### src/hdl/cbm_pkg.sv
// cbm_pkg: shared types and constants of the cartridge bank mapper
// no dependencies; used by the controller, datapath and top level
`timescale 1ns / 1ps

package cbm_pkg;

    localparam int CBM_VISIBLE_LINES = 240;
    localparam int CBM_BANK_REGS     = 8;
    localparam int CBM_CNT_W         = 9;
    localparam int CBM_CFG_IDX_W     = 1;

    // item kinds
    typedef enum logic [1:0] {
        OP_REG_WRITE = 2'd0,
        OP_TICK      = 2'd1,
        OP_CPU_XLATE = 2'd2,
        OP_PPU_XLATE = 2'd3
    } cbm_op_t;

    // configuration register indexes
    localparam logic [CBM_CFG_IDX_W-1:0] CFG_PRG_COUNT = 1'b0;
    localparam logic [CBM_CFG_IDX_W-1:0] CFG_CHR_COUNT = 1'b1;

    // cpu register decode
    localparam logic [15:0] REG_DECODE_MASK = 16'hE001;
    localparam logic [15:0] REG_BANK_SELECT = 16'h8000;
    localparam logic [15:0] REG_BANK_DATA   = 16'h8001;
    localparam logic [15:0] REG_MIRROR      = 16'hA000;
    localparam logic [15:0] REG_IRQ_LATCH   = 16'hC000;
    localparam logic [15:0] REG_IRQ_RELOAD  = 16'hC001;
    localparam logic [15:0] REG_IRQ_DISABLE = 16'hE000;
    localparam logic [15:0] REG_IRQ_ENABLE  = 16'hE001;

    localparam logic [CBM_CNT_W-1:0] CBM_PRG_COUNT_RST = 9'd2;
    localparam logic [CBM_CNT_W-1:0] CBM_CHR_COUNT_RST = 9'd8;
    localparam logic [CBM_CNT_W-1:0] CBM_COUNT_MAX     = 9'd256;

    // controller to datapath
    typedef struct packed {
        logic load;
        logic div_step;
        logic commit;
    } cbm_cmd_t;

    // datapath to controller
    typedef struct packed {
        logic needs_div;
        logic div_last;
        logic out_free;
    } cbm_stat_t;

endpackage

### src/hdl/cbm_in_if.sv
// cbm_in_if: request channel carrying one mapper item
// no dependencies
`timescale 1ns / 1ps

interface cbm_in_if;
    logic        valid;
    logic        ready;
    logic [1:0]  opcode;
    logic [15:0] address;
    logic [7:0]  data;
    logic [8:0]  scan_line;

    modport source (output valid, output opcode, output address, output data,
                    output scan_line, input ready);
    modport sink (input valid, input opcode, input address, input data,
                  input scan_line, output ready);
endinterface

### src/hdl/cbm_out_if.sv
// cbm_out_if: result channel carrying one mapper result
// no dependencies
`timescale 1ns / 1ps

interface cbm_out_if;
    logic        valid;
    logic        ready;
    logic [20:0] prg_rom_address;
    logic [17:0] chr_address;
    logic        map_valid;
    logic        mirror_horizontal;
    logic        irq_line;

    modport source (output valid, output prg_rom_address, output chr_address,
                    output map_valid, output mirror_horizontal, output irq_line,
                    input ready);
    modport sink (input valid, input prg_rom_address, input chr_address,
                  input map_valid, input mirror_horizontal, input irq_line,
                  output ready);
endinterface

### src/hdl/cartridge_bank_mapper_scanline_irq.sv
// cartridge bank mapper with scanline irq counter: top level
// one request at a time: a new request is taken only when idle, after the last one commits;
// translations pass through the bank remainder unit, which resolves two bits of the 8-bit
// bank number per cycle
// a finished result waits in the output register while the next request is taken
// reset (rst_n, async low) clears all mapper state, counts go to 2 prg and 8 chr banks
`timescale 1ns / 1ps

module cartridge_bank_mapper_scanline_irq #(
    parameter int VISIBLE_LINES = cbm_pkg::CBM_VISIBLE_LINES
) (
    input  logic                              clk,
    input  logic                              rst_n,
    cbm_in_if.sink                            in_ch,
    cbm_out_if.source                         out_ch,
    input  logic                              cfg_we,
    input  logic [cbm_pkg::CBM_CFG_IDX_W-1:0] cfg_index,
    input  logic [cbm_pkg::CBM_CNT_W-1:0]     cfg_data
);
    import cbm_pkg::*;

    cbm_cmd_t  cmd;
    cbm_stat_t stat;

    cbm_ctrl u_ctrl (
        .clk      (clk),
        .rst_n    (rst_n),
        .in_valid (in_ch.valid),
        .in_ready (in_ch.ready),
        .stat     (stat),
        .cmd      (cmd)
    );

    cbm_datapath #(
        .VISIBLE_LINES (VISIBLE_LINES)
    ) u_datapath (
        .clk       (clk),
        .rst_n     (rst_n),
        .in_ch     (in_ch),
        .out_ch    (out_ch),
        .cfg_we    (cfg_we),
        .cfg_index (cfg_index),
        .cfg_data  (cfg_data),
        .cmd       (cmd),
        .stat      (stat)
    );

endmodule

### src/hdl/cbm_ctrl.sv
// cbm_ctrl: sequencer for one mapper request (load, remainder steps, commit)
// depends on cbm_pkg
`timescale 1ns / 1ps

module cbm_ctrl (
    input  logic               clk,
    input  logic               rst_n,
    input  logic               in_valid,
    output logic               in_ready,
    input  cbm_pkg::cbm_stat_t stat,
    output cbm_pkg::cbm_cmd_t  cmd
);
    import cbm_pkg::*;

    typedef enum logic [1:0] {
        S_IDLE,
        S_DIV,
        S_FIN
    } state_t;

    state_t state_reg;
    state_t state_next;

    assign in_ready     = (state_reg == S_IDLE);
    assign cmd.load     = (state_reg == S_IDLE) && in_valid;
    assign cmd.div_step = (state_reg == S_DIV) && stat.needs_div;
    assign cmd.commit   = (state_reg == S_FIN) && stat.out_free;

    always_comb
    begin
        state_next = state_reg;
        case (state_reg)
            S_IDLE:
            begin
                if (in_valid)
                    state_next = S_DIV;
            end
            S_DIV:
            begin
                if (!stat.needs_div || stat.div_last)
                    state_next = S_FIN;
            end
            S_FIN:
            begin
                if (stat.out_free)
                    state_next = S_IDLE;
            end
            default:
            begin
                state_next = S_IDLE;
            end
        endcase
    end

    always_ff @(posedge clk or negedge rst_n)
    begin
        if (!rst_n)
            state_reg <= S_IDLE;
        else
            state_reg <= state_next;
    end

endmodule

### src/hdl/cbm_datapath.sv
// cbm_datapath: mapper state, bank remainder unit (two bits per cycle) and result register
// depends on cbm_pkg, cbm_in_if, cbm_out_if
`timescale 1ns / 1ps

module cbm_datapath #(
    parameter int VISIBLE_LINES = cbm_pkg::CBM_VISIBLE_LINES
) (
    input  logic                                clk,
    input  logic                                rst_n,
    cbm_in_if.sink                              in_ch,
    cbm_out_if.source                           out_ch,
    input  logic                                cfg_we,
    input  logic [cbm_pkg::CBM_CFG_IDX_W-1:0]   cfg_index,
    input  logic [cbm_pkg::CBM_CNT_W-1:0]       cfg_data,
    input  cbm_pkg::cbm_cmd_t                   cmd,
    output cbm_pkg::cbm_stat_t                  stat
);
    import cbm_pkg::*;

    localparam int LINE_CMP_W = $clog2(VISIBLE_LINES + 1) > 9 ? $clog2(VISIBLE_LINES + 1) : 10;
    localparam logic [LINE_CMP_W-1:0] VIS_LIMIT = LINE_CMP_W'(VISIBLE_LINES);

    // configuration
    logic [CBM_CNT_W-1:0] prg_count_reg;
    logic [CBM_CNT_W-1:0] chr_count_reg;

    // mapper state
    logic [4:0] bank_select_reg;
    logic [7:0] bank_regs_reg [CBM_BANK_REGS];
    logic       mirror_reg;
    logic [7:0] irq_reload_reg;
    logic [7:0] irq_count_reg;
    logic       reload_pending_reg;
    logic       irq_enable_reg;
    logic       irq_pending_reg;

    // latched request
    cbm_op_t              op_reg;
    logic [15:0]          addr_reg;
    logic [7:0]           data_reg;
    logic [8:0]           line_reg;
    logic [CBM_CNT_W-1:0] count_reg;
    logic [7:0]           dividend_reg;
    logic [CBM_CNT_W-1:0] rem_reg;
    logic [1:0]           step_reg;

    // result register
    logic        out_valid_reg;
    logic [20:0] prg_out_reg;
    logic [17:0] chr_out_reg;
    logic        map_valid_reg;
    logic        mirror_out_reg;
    logic        irq_out_reg;

    // load-time selection
    cbm_op_t              in_op;
    logic [2:0]           slot;
    logic [2:0]           rd_idx;
    logic [7:0]           rd_bank;
    logic [CBM_CNT_W-1:0] raw_count;
    logic [CBM_CNT_W-1:0] count_clamped;
    logic [7:0]           dividend_in;

    assign in_op = cbm_op_t'(in_ch.opcode);
    assign slot  = in_ch.address[12:10] ^ {bank_select_reg[4], 2'b00};

    always_comb
    begin
        if (in_op == OP_CPU_XLATE)
            rd_idx = {2'b11, (in_ch.address[14:13] == 2'd1)};
        else if (!slot[2])
            rd_idx = {2'b00, slot[1]};
        else
            rd_idx = slot - 3'd2;
    end

    assign rd_bank = bank_regs_reg[rd_idx];
    // 2 KiB pairs ignore the low bit of the register
    assign dividend_in = (in_op != OP_CPU_XLATE && !slot[2]) ? {rd_bank[7:1], slot[0]} : rd_bank;
    assign raw_count   = (in_op == OP_CPU_XLATE) ? prg_count_reg : chr_count_reg;
    assign count_clamped = raw_count[8] ? CBM_COUNT_MAX : raw_count;

    // remainder: two restoring steps per cycle
    logic [CBM_CNT_W:0] r1;
    logic [CBM_CNT_W:0] r1_fix;
    logic [CBM_CNT_W:0] r2;
    logic [CBM_CNT_W:0] r2_fix;

    always_comb
    begin
        r1     = {rem_reg, dividend_reg[7]};
        r1_fix = (r1 >= {1'b0, count_reg}) ? r1 - {1'b0, count_reg} : r1;
        r2     = {r1_fix[CBM_CNT_W-1:0], dividend_reg[6]};
        r2_fix = (r2 >= {1'b0, count_reg}) ? r2 - {1'b0, count_reg} : r2;
    end

    assign stat.needs_div = op_reg[1];
    assign stat.div_last  = (step_reg == 2'd3);
    assign stat.out_free  = !out_valid_reg || out_ch.ready;

    always_ff @(posedge clk)
    begin
        if (cmd.load)
        begin
            op_reg       <= in_op;
            addr_reg     <= in_ch.address;
            data_reg     <= in_ch.data;
            line_reg     <= in_ch.scan_line;
            count_reg    <= count_clamped;
            dividend_reg <= dividend_in;
            rem_reg      <= '0;
            step_reg     <= 2'd0;
        end
        else if (cmd.div_step)
        begin
            rem_reg      <= r2_fix[CBM_CNT_W-1:0];
            dividend_reg <= {dividend_reg[5:0], 2'b00};
            step_reg     <= step_reg + 2'd1;
        end
    end

    // translation results
    logic [7:0]  bank_mod;
    logic [7:0]  last_bank;
    logic [7:0]  second_bank;
    logic [7:0]  prg_bank;
    logic        prg_ok;
    logic        chr_ok;
    logic        mode;

    assign bank_mod    = rem_reg[7:0];
    assign last_bank   = 8'(count_reg - 9'd1);
    assign second_bank = (count_reg >= 9'd2) ? 8'(count_reg - 9'd2) : last_bank;
    assign mode        = bank_select_reg[3];
    assign prg_ok      = (count_reg != '0) && addr_reg[15];
    assign chr_ok      = (count_reg != '0);

    always_comb
    begin
        case (addr_reg[14:13])
            2'd0:    prg_bank = mode ? second_bank : bank_mod;
            2'd1:    prg_bank = bank_mod;
            2'd2:    prg_bank = mode ? bank_mod : second_bank;
            default: prg_bank = last_bank;
        endcase
    end

    // state update for the committed request
    logic [4:0]  bank_select_next;
    logic        mirror_next;
    logic [7:0]  irq_reload_next;
    logic [7:0]  irq_count_next;
    logic        reload_pending_next;
    logic        irq_enable_next;
    logic        irq_pending_next;
    logic        bank_we;
    logic [15:0] decoded;

    assign decoded = addr_reg & REG_DECODE_MASK;
    assign bank_we = (op_reg == OP_REG_WRITE) && (decoded == REG_BANK_DATA);

    always_comb
    begin
        bank_select_next    = bank_select_reg;
        mirror_next         = mirror_reg;
        irq_reload_next     = irq_reload_reg;
        irq_count_next      = irq_count_reg;
        reload_pending_next = reload_pending_reg;
        irq_enable_next     = irq_enable_reg;
        irq_pending_next    = irq_pending_reg;
        case (op_reg)
            OP_REG_WRITE:
            begin
                case (decoded)
                    REG_BANK_SELECT: bank_select_next = {data_reg[7], data_reg[6], data_reg[2:0]};
                    REG_MIRROR:      mirror_next = data_reg[0];
                    REG_IRQ_LATCH:   irq_reload_next = data_reg;
                    REG_IRQ_RELOAD:
                    begin
                        irq_count_next      = 8'd0;
                        reload_pending_next = 1'b1;
                    end
                    REG_IRQ_DISABLE:
                    begin
                        irq_enable_next  = 1'b0;
                        irq_pending_next = 1'b0;
                    end
                    REG_IRQ_ENABLE:  irq_enable_next = 1'b1;
                    default:         ;
                endcase
            end
            OP_TICK:
            begin
                if (LINE_CMP_W'(line_reg) < VIS_LIMIT)
                begin
                    if (irq_count_reg == 8'd0 || reload_pending_reg)
                    begin
                        irq_count_next      = irq_reload_reg;
                        reload_pending_next = 1'b0;
                    end
                    else
                    begin
                        irq_count_next = irq_count_reg - 8'd1;
                    end
                    if (irq_count_next == 8'd0 && irq_enable_reg)
                        irq_pending_next = 1'b1;
                end
            end
            default: ;
        endcase
    end

    always_ff @(posedge clk or negedge rst_n)
    begin
        if (!rst_n)
        begin
            prg_count_reg      <= CBM_PRG_COUNT_RST;
            chr_count_reg      <= CBM_CHR_COUNT_RST;
            bank_select_reg    <= '0;
            for (int i = 0; i < CBM_BANK_REGS; i++)
                bank_regs_reg[i] <= '0;
            mirror_reg         <= 1'b0;
            irq_reload_reg     <= '0;
            irq_count_reg      <= '0;
            reload_pending_reg <= 1'b0;
            irq_enable_reg     <= 1'b0;
            irq_pending_reg    <= 1'b0;
            out_valid_reg      <= 1'b0;
        end
        else
        begin
            if (cfg_we)
            begin
                if (cfg_index == CFG_PRG_COUNT)
                    prg_count_reg <= cfg_data;
                else if (cfg_index == CFG_CHR_COUNT)
                    chr_count_reg <= cfg_data;
            end
            if (cmd.commit)
            begin
                bank_select_reg    <= bank_select_next;
                mirror_reg         <= mirror_next;
                irq_reload_reg     <= irq_reload_next;
                irq_count_reg      <= irq_count_next;
                reload_pending_reg <= reload_pending_next;
                irq_enable_reg     <= irq_enable_next;
                irq_pending_reg    <= irq_pending_next;
                if (bank_we)
                    bank_regs_reg[bank_select_reg[2:0]] <= data_reg;
                out_valid_reg <= 1'b1;
            end
            else if (out_ch.ready)
            begin
                out_valid_reg <= 1'b0;
            end
        end
    end

    always_ff @(posedge clk)
    begin
        if (cmd.commit)
        begin
            prg_out_reg    <= (op_reg == OP_CPU_XLATE && prg_ok) ? {prg_bank, addr_reg[12:0]} : '0;
            chr_out_reg    <= (op_reg == OP_PPU_XLATE && chr_ok) ? {bank_mod, addr_reg[9:0]} : '0;
            map_valid_reg  <= (op_reg == OP_CPU_XLATE && prg_ok) ||
                              (op_reg == OP_PPU_XLATE && chr_ok);
            mirror_out_reg <= mirror_next;
            irq_out_reg    <= irq_pending_next;
        end
    end

    assign out_ch.valid             = out_valid_reg;
    assign out_ch.prg_rom_address   = prg_out_reg;
    assign out_ch.chr_address       = chr_out_reg;
    assign out_ch.map_valid         = map_valid_reg;
    assign out_ch.mirror_horizontal = mirror_out_reg;
    assign out_ch.irq_line          = irq_out_reg;

endmodule
### src/flat_wrapper.sv
// flat-port wrapper written by rule: the top's interface ports become plain ports
module cartridge_bank_mapper_scanline_irq_flat import cbm_pkg::*;
#(
    parameter int VISIBLE_LINES = cbm_pkg::CBM_VISIBLE_LINES
)
  (clk, rst_n, cfg_we, cfg_index, cfg_data, in_ch_valid, in_ch_opcode, in_ch_address, in_ch_data, in_ch_scan_line, in_ch_ready, out_ch_valid, out_ch_prg_rom_address, out_ch_chr_address, out_ch_map_valid, out_ch_mirror_horizontal, out_ch_irq_line, out_ch_ready);
  cbm_in_if in_ch_i ();
  cbm_out_if out_ch_i ();
  input  logic clk;
  input  logic rst_n;
  input  logic cfg_we;
  input  logic [cbm_pkg::CBM_CFG_IDX_W-1:0] cfg_index;
  input  logic [cbm_pkg::CBM_CNT_W-1:0] cfg_data;
  input wire logic [$bits(in_ch_i.valid)-1:0] in_ch_valid;
  input wire logic [$bits(in_ch_i.opcode)-1:0] in_ch_opcode;
  input wire logic [$bits(in_ch_i.address)-1:0] in_ch_address;
  input wire logic [$bits(in_ch_i.data)-1:0] in_ch_data;
  input wire logic [$bits(in_ch_i.scan_line)-1:0] in_ch_scan_line;
  output wire logic [$bits(in_ch_i.ready)-1:0] in_ch_ready;
  output wire logic [$bits(out_ch_i.valid)-1:0] out_ch_valid;
  output wire logic [$bits(out_ch_i.prg_rom_address)-1:0] out_ch_prg_rom_address;
  output wire logic [$bits(out_ch_i.chr_address)-1:0] out_ch_chr_address;
  output wire logic [$bits(out_ch_i.map_valid)-1:0] out_ch_map_valid;
  output wire logic [$bits(out_ch_i.mirror_horizontal)-1:0] out_ch_mirror_horizontal;
  output wire logic [$bits(out_ch_i.irq_line)-1:0] out_ch_irq_line;
  input wire logic [$bits(out_ch_i.ready)-1:0] out_ch_ready;
  assign in_ch_i.valid = in_ch_valid;
  assign in_ch_i.opcode = in_ch_opcode;
  assign in_ch_i.address = in_ch_address;
  assign in_ch_i.data = in_ch_data;
  assign in_ch_i.scan_line = in_ch_scan_line;
  assign in_ch_ready = in_ch_i.ready;
  assign out_ch_valid = out_ch_i.valid;
  assign out_ch_prg_rom_address = out_ch_i.prg_rom_address;
  assign out_ch_chr_address = out_ch_i.chr_address;
  assign out_ch_map_valid = out_ch_i.map_valid;
  assign out_ch_mirror_horizontal = out_ch_i.mirror_horizontal;
  assign out_ch_irq_line = out_ch_i.irq_line;
  assign out_ch_i.ready = out_ch_ready;
  cartridge_bank_mapper_scanline_irq #(.VISIBLE_LINES(VISIBLE_LINES)) u_core (.clk(clk), .rst_n(rst_n), .in_ch(in_ch_i), .out_ch(out_ch_i), .cfg_we(cfg_we), .cfg_index(cfg_index), .cfg_data(cfg_data));
endmodule
### config.mk
export PLATFORM = sky130hd
export DESIGN_NAME = cartridge_bank_mapper_scanline_irq_flat
export DESIGN_NICKNAME = d
export VERILOG_FILES = /design/src/hdl/cbm_pkg.sv /design/src/hdl/cbm_in_if.sv /design/src/hdl/cbm_out_if.sv /design/src/hdl/cartridge_bank_mapper_scanline_irq.sv /design/src/hdl/cbm_ctrl.sv /design/src/hdl/cbm_datapath.sv /design/src/flat_wrapper.sv
export SDC_FILE = /design/constraint.sdc
export NUM_CORES = 1
export LEC_CHECK = 0
export BUFFER_PORTS_ARGS = -buffer_cell sky130_fd_sc_hd__buf_2
export CORE_AREA = 2 2 155 233
export DETAILED_ROUTE_END_ITERATION = 16
export DIE_AREA = 0 0 157 235
export GPL_TIMING_DRIVEN = 0
export PLACE_DENSITY = 0.58
export SLEW_MARGIN = 10
export SYNTH_ARGS = -nofsm -noshare
export SYNTH_HDL_FRONTEND = slang
export SYNTH_SLANG_ARGS = --single-unit
### constraint.sdc
create_clock -name clk -period 4 [get_ports clk]
set_input_delay 0.4 -clock clk [delete_from_list [all_inputs] [get_ports clk]]
set_output_delay 0.4 -clock clk [all_outputs]
set_load 0.02 [all_outputs]
After elaboration in Yosys (flattened, before gate mapping). Cells that the tools add are included.

Flip-flop bits (word level): 215. Input port bits: 50. Output and inout bits: 44. Logic and storage cells: 153.

$add $sub $neg: 7. Order comparisons: 7. Equal/unequal tests: 24. Mux-type cells: 42. Bitwise gates (word level): 4. Reductions and logical operators: 36.

Operators by type and width (number): two-way mux 8 bit (13); bitwise mux 64 bit (1); two-way mux 9 bit (4); == test 4 bit, second input constant (7); binary-select mux 8 bit (select 3 bit) (1); demux 8 bit (select 3 bit) (1); one-hot mux 8 bit (3 select lines) (1); greater-or-equal comparator 10 x 9 -> 1 bit (2); subtractor 9 bit (2); zero test 8 bit (2); one-hot mux 8 bit (2 select lines) (1); subtractor 8 x 1 -> 8 bit, second input constant (2); == test 2 bit, second input constant (6); AND reduction 3 bit (4); two-way mux 1 bit (11); logical AND 1 bit (10); != test 2 bit, second input constant (5); greater-or-equal comparator 9 x 2 -> 1 bit, second input constant (1); < comparator 9 x 8 -> 1 bit, second input constant (1); nonzero test 9 bit (1); == test 2 x 1 -> 1 bit, second input constant (4); greater-or-equal comparator 4 bit, second input constant (2); inverter 3 -> 4 bit (2); nonzero test 2 bit (4); 17 further kinds (32).

Logic depth before layout (Yosys ltp).
Depth after elaboration: 10. Depth in mapped cells: 20. Gate-level depth less buffers: 17.

Worst setup path before layout. Ideal clock, no wire load.

Kind: register to register. From: register u_core.u_datapath.count_reg[5]. To: register u_core.u_datapath.rem_reg[5]. Setup time: 116 ps. Data arrival time: 4141 ps. Slack: -257 ps. Stages on the path, launching flop included: 17. Path buffers: 2. Clock period less this slack: 4257 ps. Cells stage by stage: edfxtp_1 inv_1 ha_1 a211oi_1 nor2_1 o31a_1 or2_2 clkbuf_1 mux2_2 ha_1 clkbuf_1 a211o_1 a31o_2 a311oi_1 o21ai_1 a32o_1 a31o_2.

Longest elaborated chain between the ends: 4. Elaborated cells on any way between the ends: 6. Those cells by class: 2 x add/sub; 2 x order compare; 2 x mux.

RTL lines: start, declared (RTL line cbm_datapath.sv:42) `logic [CBM_CNT_W-1:0] count_reg;`; start signal, assigned (RTL line cbm_datapath.sv:109) `count_reg <= count_clamped;`; greater-or-equal comparator 10 x 9 -> 1 bit / subtractor 9 bit (equally long branches) (RTL line cbm_datapath.sv:92) `r1_fix = (r1 >= {1'b0, count_reg}) ? r1 - {1'b0, count_reg} : r1;`; two-way mux 9 bit (RTL line cbm_datapath.sv:92); subtractor 9 bit / greater-or-equal comparator 10 x 9 -> 1 bit (equally long branches) (RTL line cbm_datapath.sv:94) `r2_fix = (r2 >= {1'b0, count_reg}) ? r2 - {1'b0, count_reg} : r2;`; two-way mux 9 bit (*) (RTL line cbm_datapath.sv:94); end signal, assigned (RTL line cbm_datapath.sv:116) `rem_reg <= r2_fix[CBM_CNT_W-1:0];`; end, declared (RTL line cbm_datapath.sv:44) `logic [CBM_CNT_W-1:0] rem_reg;`.

Mark *: on every way between the ends. The rest lies on a longest branch, timed or not. A chain may end at the register's enable or synchronous reset.

Final worst setup path.
From: register u_core.u_datapath.count_reg[3]. To: register u_core.u_datapath.rem_reg[5].

Longest elaborated chain between the ends: 4. Elaborated cells on any way between the ends: 6. Those cells by class: 2 x add/sub; 2 x order compare; 2 x mux.

RTL lines (RTL line): subtractor 9 bit / greater-or-equal comparator 10 x 9 -> 1 bit (equally long branches) (cbm_datapath.sv:92); two-way mux 9 bit (cbm_datapath.sv:92); subtractor 9 bit / greater-or-equal comparator 10 x 9 -> 1 bit (equally long branches) (cbm_datapath.sv:94); two-way mux 9 bit (*) (cbm_datapath.sv:94).

Marked as above.

==> results.cfg <==
[yosys]
async_flop_share_pct = 51.7
synth.most_common_cell = dfrtp_1
yosys.area_share.adder_pct = 3.40
ys_warn_count = 0
synth_area_per_cell_sq_um = 12.2
synth_area_sq_um = 10400
synth_top_family_by_area = multiplexers
synthMuxAreaShare_pct = 14.7
synth_compound_area_share_pct = 11.5
synth_common_cells = dfrtp_1 (106), mux2_2 (104), edfxtp_1 (90)
synthesis.instances = 850
yosys.area_share.simple_pct = 11.5
synthXorXnorAreaFrac_pct = 2.03
synth_area_leaders = edfxtp_1 (26%), dfrtp_1 (26%), mux2_2 (11%)
yosys.area.top_type_share_pct = 26.1
synthDistinctLibCells = 73
synth-edff-count = 90
synth_ff_type = dfrtp_1
synthesis.nets = 927
yosysSeqAreaShare_pct = 54.3
yosys.area.top_type = edfxtp_1
synth-seq-cells = 209

[floorplanning]
ios = 94
die_area_sq_um = 36900
die_x_um = 157
row_count = 84
die_h_um = 235
core_area_sq_um = 34800
start_util_pct = 29.8

[layout]
fin_area_sq_um = 12400
final_util_pct = 35.8
largest_reg_flops = 62
antenna_cells = 0
nets = 1055
drive_gt1_share_pct = 30.3
n_fill_cell = 3411
area_growth_syn_to_layout_pct = 20.1
final_cell_count_no_fill = 1466

[clocking]
htree_levels = 1
cts-buffers-inserted = 21
cts_tree = yes
cts.path.max_buffers = 3
cts_sinks = 209
cts_root_buffer = clkbuf_16
clk_pin_slew_ps = 70
clkLatencyLatePin_ps = 520

[worst_setup_path]
cp_cell_sequence = inv_1 -> ha_1 -> a21oi_4 -> a21oi_4 -> o31a_1 -> or2_4 -> mux2_4 -> ha_4 -> a211o_1 -> a31o_2 -> a311oi_2 -> o21ai_2 -> a32o_1 -> a31o_2
cp_max_fo = 7
cp_slowest_cell = edfxtp_1
cp.arrival_ps = 4460
start_kind = register
critical_path_buf_inv_count = 1
end_kind = register
timing.rr.end = u_core.u_datapath.rem_reg[5]
required_ps = 4400
worst_path_largest_cell_delay_ps = 420
worstSetupPathType = reg -> reg
reg2reg_from = u_core.u_datapath.count_reg[3]
path_delay_family = compound AO/OA/AOI/OAI gates
reg2reg_slack_ps = -60
r2r_cells = 14

[place]
placement.cell_area_sq_um = 11600
hpwl_um = 18900
post-place-ws_ps = -444
place.gp.congestion = 0.834
io_buffer_count = 89
dp.cells = 1415

[worst_hold_path]
hold_start = in_ch_data[2]
hp-class = in -> reg
hold_end = u_core.u_datapath.data_reg[2]
hold_depth = 1

[global_routing]
track_usage_pct = 13.8
grt_max_degree = 87
grt-ovfl-total = 0
grt_pass1_vias = 7297
grt_pass1_wl_um = 40100
antenna_found_initial = 3

[power]
leakagePower_nw = 5.37
p_per_area_nw_per_um2 = 661
vdd_ir_drop_max_mv = 0.340
power.total_mw = 8.22

[sta]
finalHoldViolations = 0
fin_hold_ws_ps = 54.1
finalSetupViolCount = 7
fin_crit_sh_pct = 101
skew_ps = 16.1
finalSetupTns_ps = -288
slew_headroom_pct = 53.9
slew_viol_final = 0
rsz0062_at_grt = true
fin_crit_ps = 4060
max_freq_ghz = 0.246
worst_pin_slew_ps = 685
fin_ws_ps = -58.4

[routing]
dr_total_vias = 7215
drt_first_pass_iters = 4
viasPerCell = 4.92
ant_nets = 0
wl_um = 25700
first_iter_violations = 383
post_drt_wl_per_cell_um = 17.5
drc_errors = 0

[run_status]
status = complete, but fails checks
violations = setup timing

[flow_run]
maxCapViolCount = 0
## worst max-delay path by stage
| stage | start | end | slack [ps] | cells past startpoint |
|---|---|---|---|---|
| global placement | u_core.u_datapath.count_reg[3] | u_core.u_datapath.rem_reg[5] | -380 | 16 |
| floorplan | u_core.u_datapath.count_reg[0] | u_core.u_datapath.rem_reg[5] | 20 | 17 |
| CTS | u_core.u_datapath.dividend_reg[7] | u_core.u_datapath.rem_reg[5] | -50 | 16 |
| global route | u_core.u_datapath.count_reg[3] | u_core.u_datapath.rem_reg[0] | -130 | 16 |
| finish | u_core.u_datapath.count_reg[3] | u_core.u_datapath.rem_reg[5] | -60 | 14 |
| detailed placement | u_core.u_datapath.count_reg[0] | u_core.u_datapath.rem_reg[5] | -440 | 17 |
## kinds of logic after synthesis
| logic type | count (synthesis) |
|---|---|
| AOI/OAI and AO/OA | 172 |
| and+or+nand+nor | 212 |
| buffers and inverters | 67 |
| adders and majority gates | 27 |
| DFF | 209 |
| muxes | 139 |
| xor gates and xnor gates | 24 |
## power breakdown
group	internal [mW]	switching (mW)	leakage, nW
clock network	1.17	0.835	0.340
registers	2.70	0.251	2.39
logic	1.35	1.92	2.64
total	5.22	3.00	5.37
## cell usage in the layout, fill, tap and decap left out, drive strengths merged, types with 5 or more instances in the layout
cell	Yosys	final
nor2b	11	11
dfxtp	11	11
ha	25	25
inv	26	27
clkbuf	29	56
edfxtp	90	90
mux2i	30	30
dfrtp	106	106
a21oi	34	34
a21o	8	8
a21boi	6	6
nor2	35	35
buf	11	118
xor2	8	8
nor3	16	16
a211oi	8	8
nand2	66	66
o221ai	6	6
a311oi	9	9
and3	33	33
o31ai	5	5
xnor2	16	16
o211ai	11	11
clkinv	1	5
nor4	6	6
nand2b	7	7
a211o	7	7
nand4	6	6
nand3	9	9
a31o	7	7
o21a	8	8
o21ai	31	31
mux2	109	109
## final cells by class
| cell class | count | area (sq um) | share of cell area [%] |
|---|---|---|---|
| sequential | 209 | 5630 | 45.2 |
| buffer | 37 | 158 | 1.27 |
| tap | 473 | 592 | 4.75 |
| timing repair buffer | 108 | 647 | 5.20 |
| multi-input combinational | 574 | 4630 | 37.2 |
| clock inverter | 8 | 95.1 | 0.764 |
| inverter | 27 | 101 | 0.814 |
| clock buffer | 30 | 599 | 4.81 |
## layer usage
layer / GRT usage (%) / part of all wire [%]
met1: 15.6 / 40
met5: 0 / 0.16
met4: 5.31 / 3.2
met3: 1.83 / 3.5
met2: 25.7 / 53
## worst reg2reg max path, cell delays in order, from the launching register on
cell and delay (ps):
edfxtp_1 420, inv_1 120, ha_1 420, a21oi_4 260, a21oi_4 90, o31a_1 260
or2_4 310, mux2_4 340, ha_4 240, a211o_1 260, a31o_2 230, a311oi_2 330
o21ai_2 180, a32o_1 280, a31o_2 210
## what timing repair did
action	CTS	global route
hold buffers	1	0
setup buffers	12	2
endpoints found under the setup margin	9	8
hold endpoints to repair	22	0
gates cloned	0	1
pin swaps	10	7
gates resized for setup	14	9
Power figures use the tool's default switching activity.
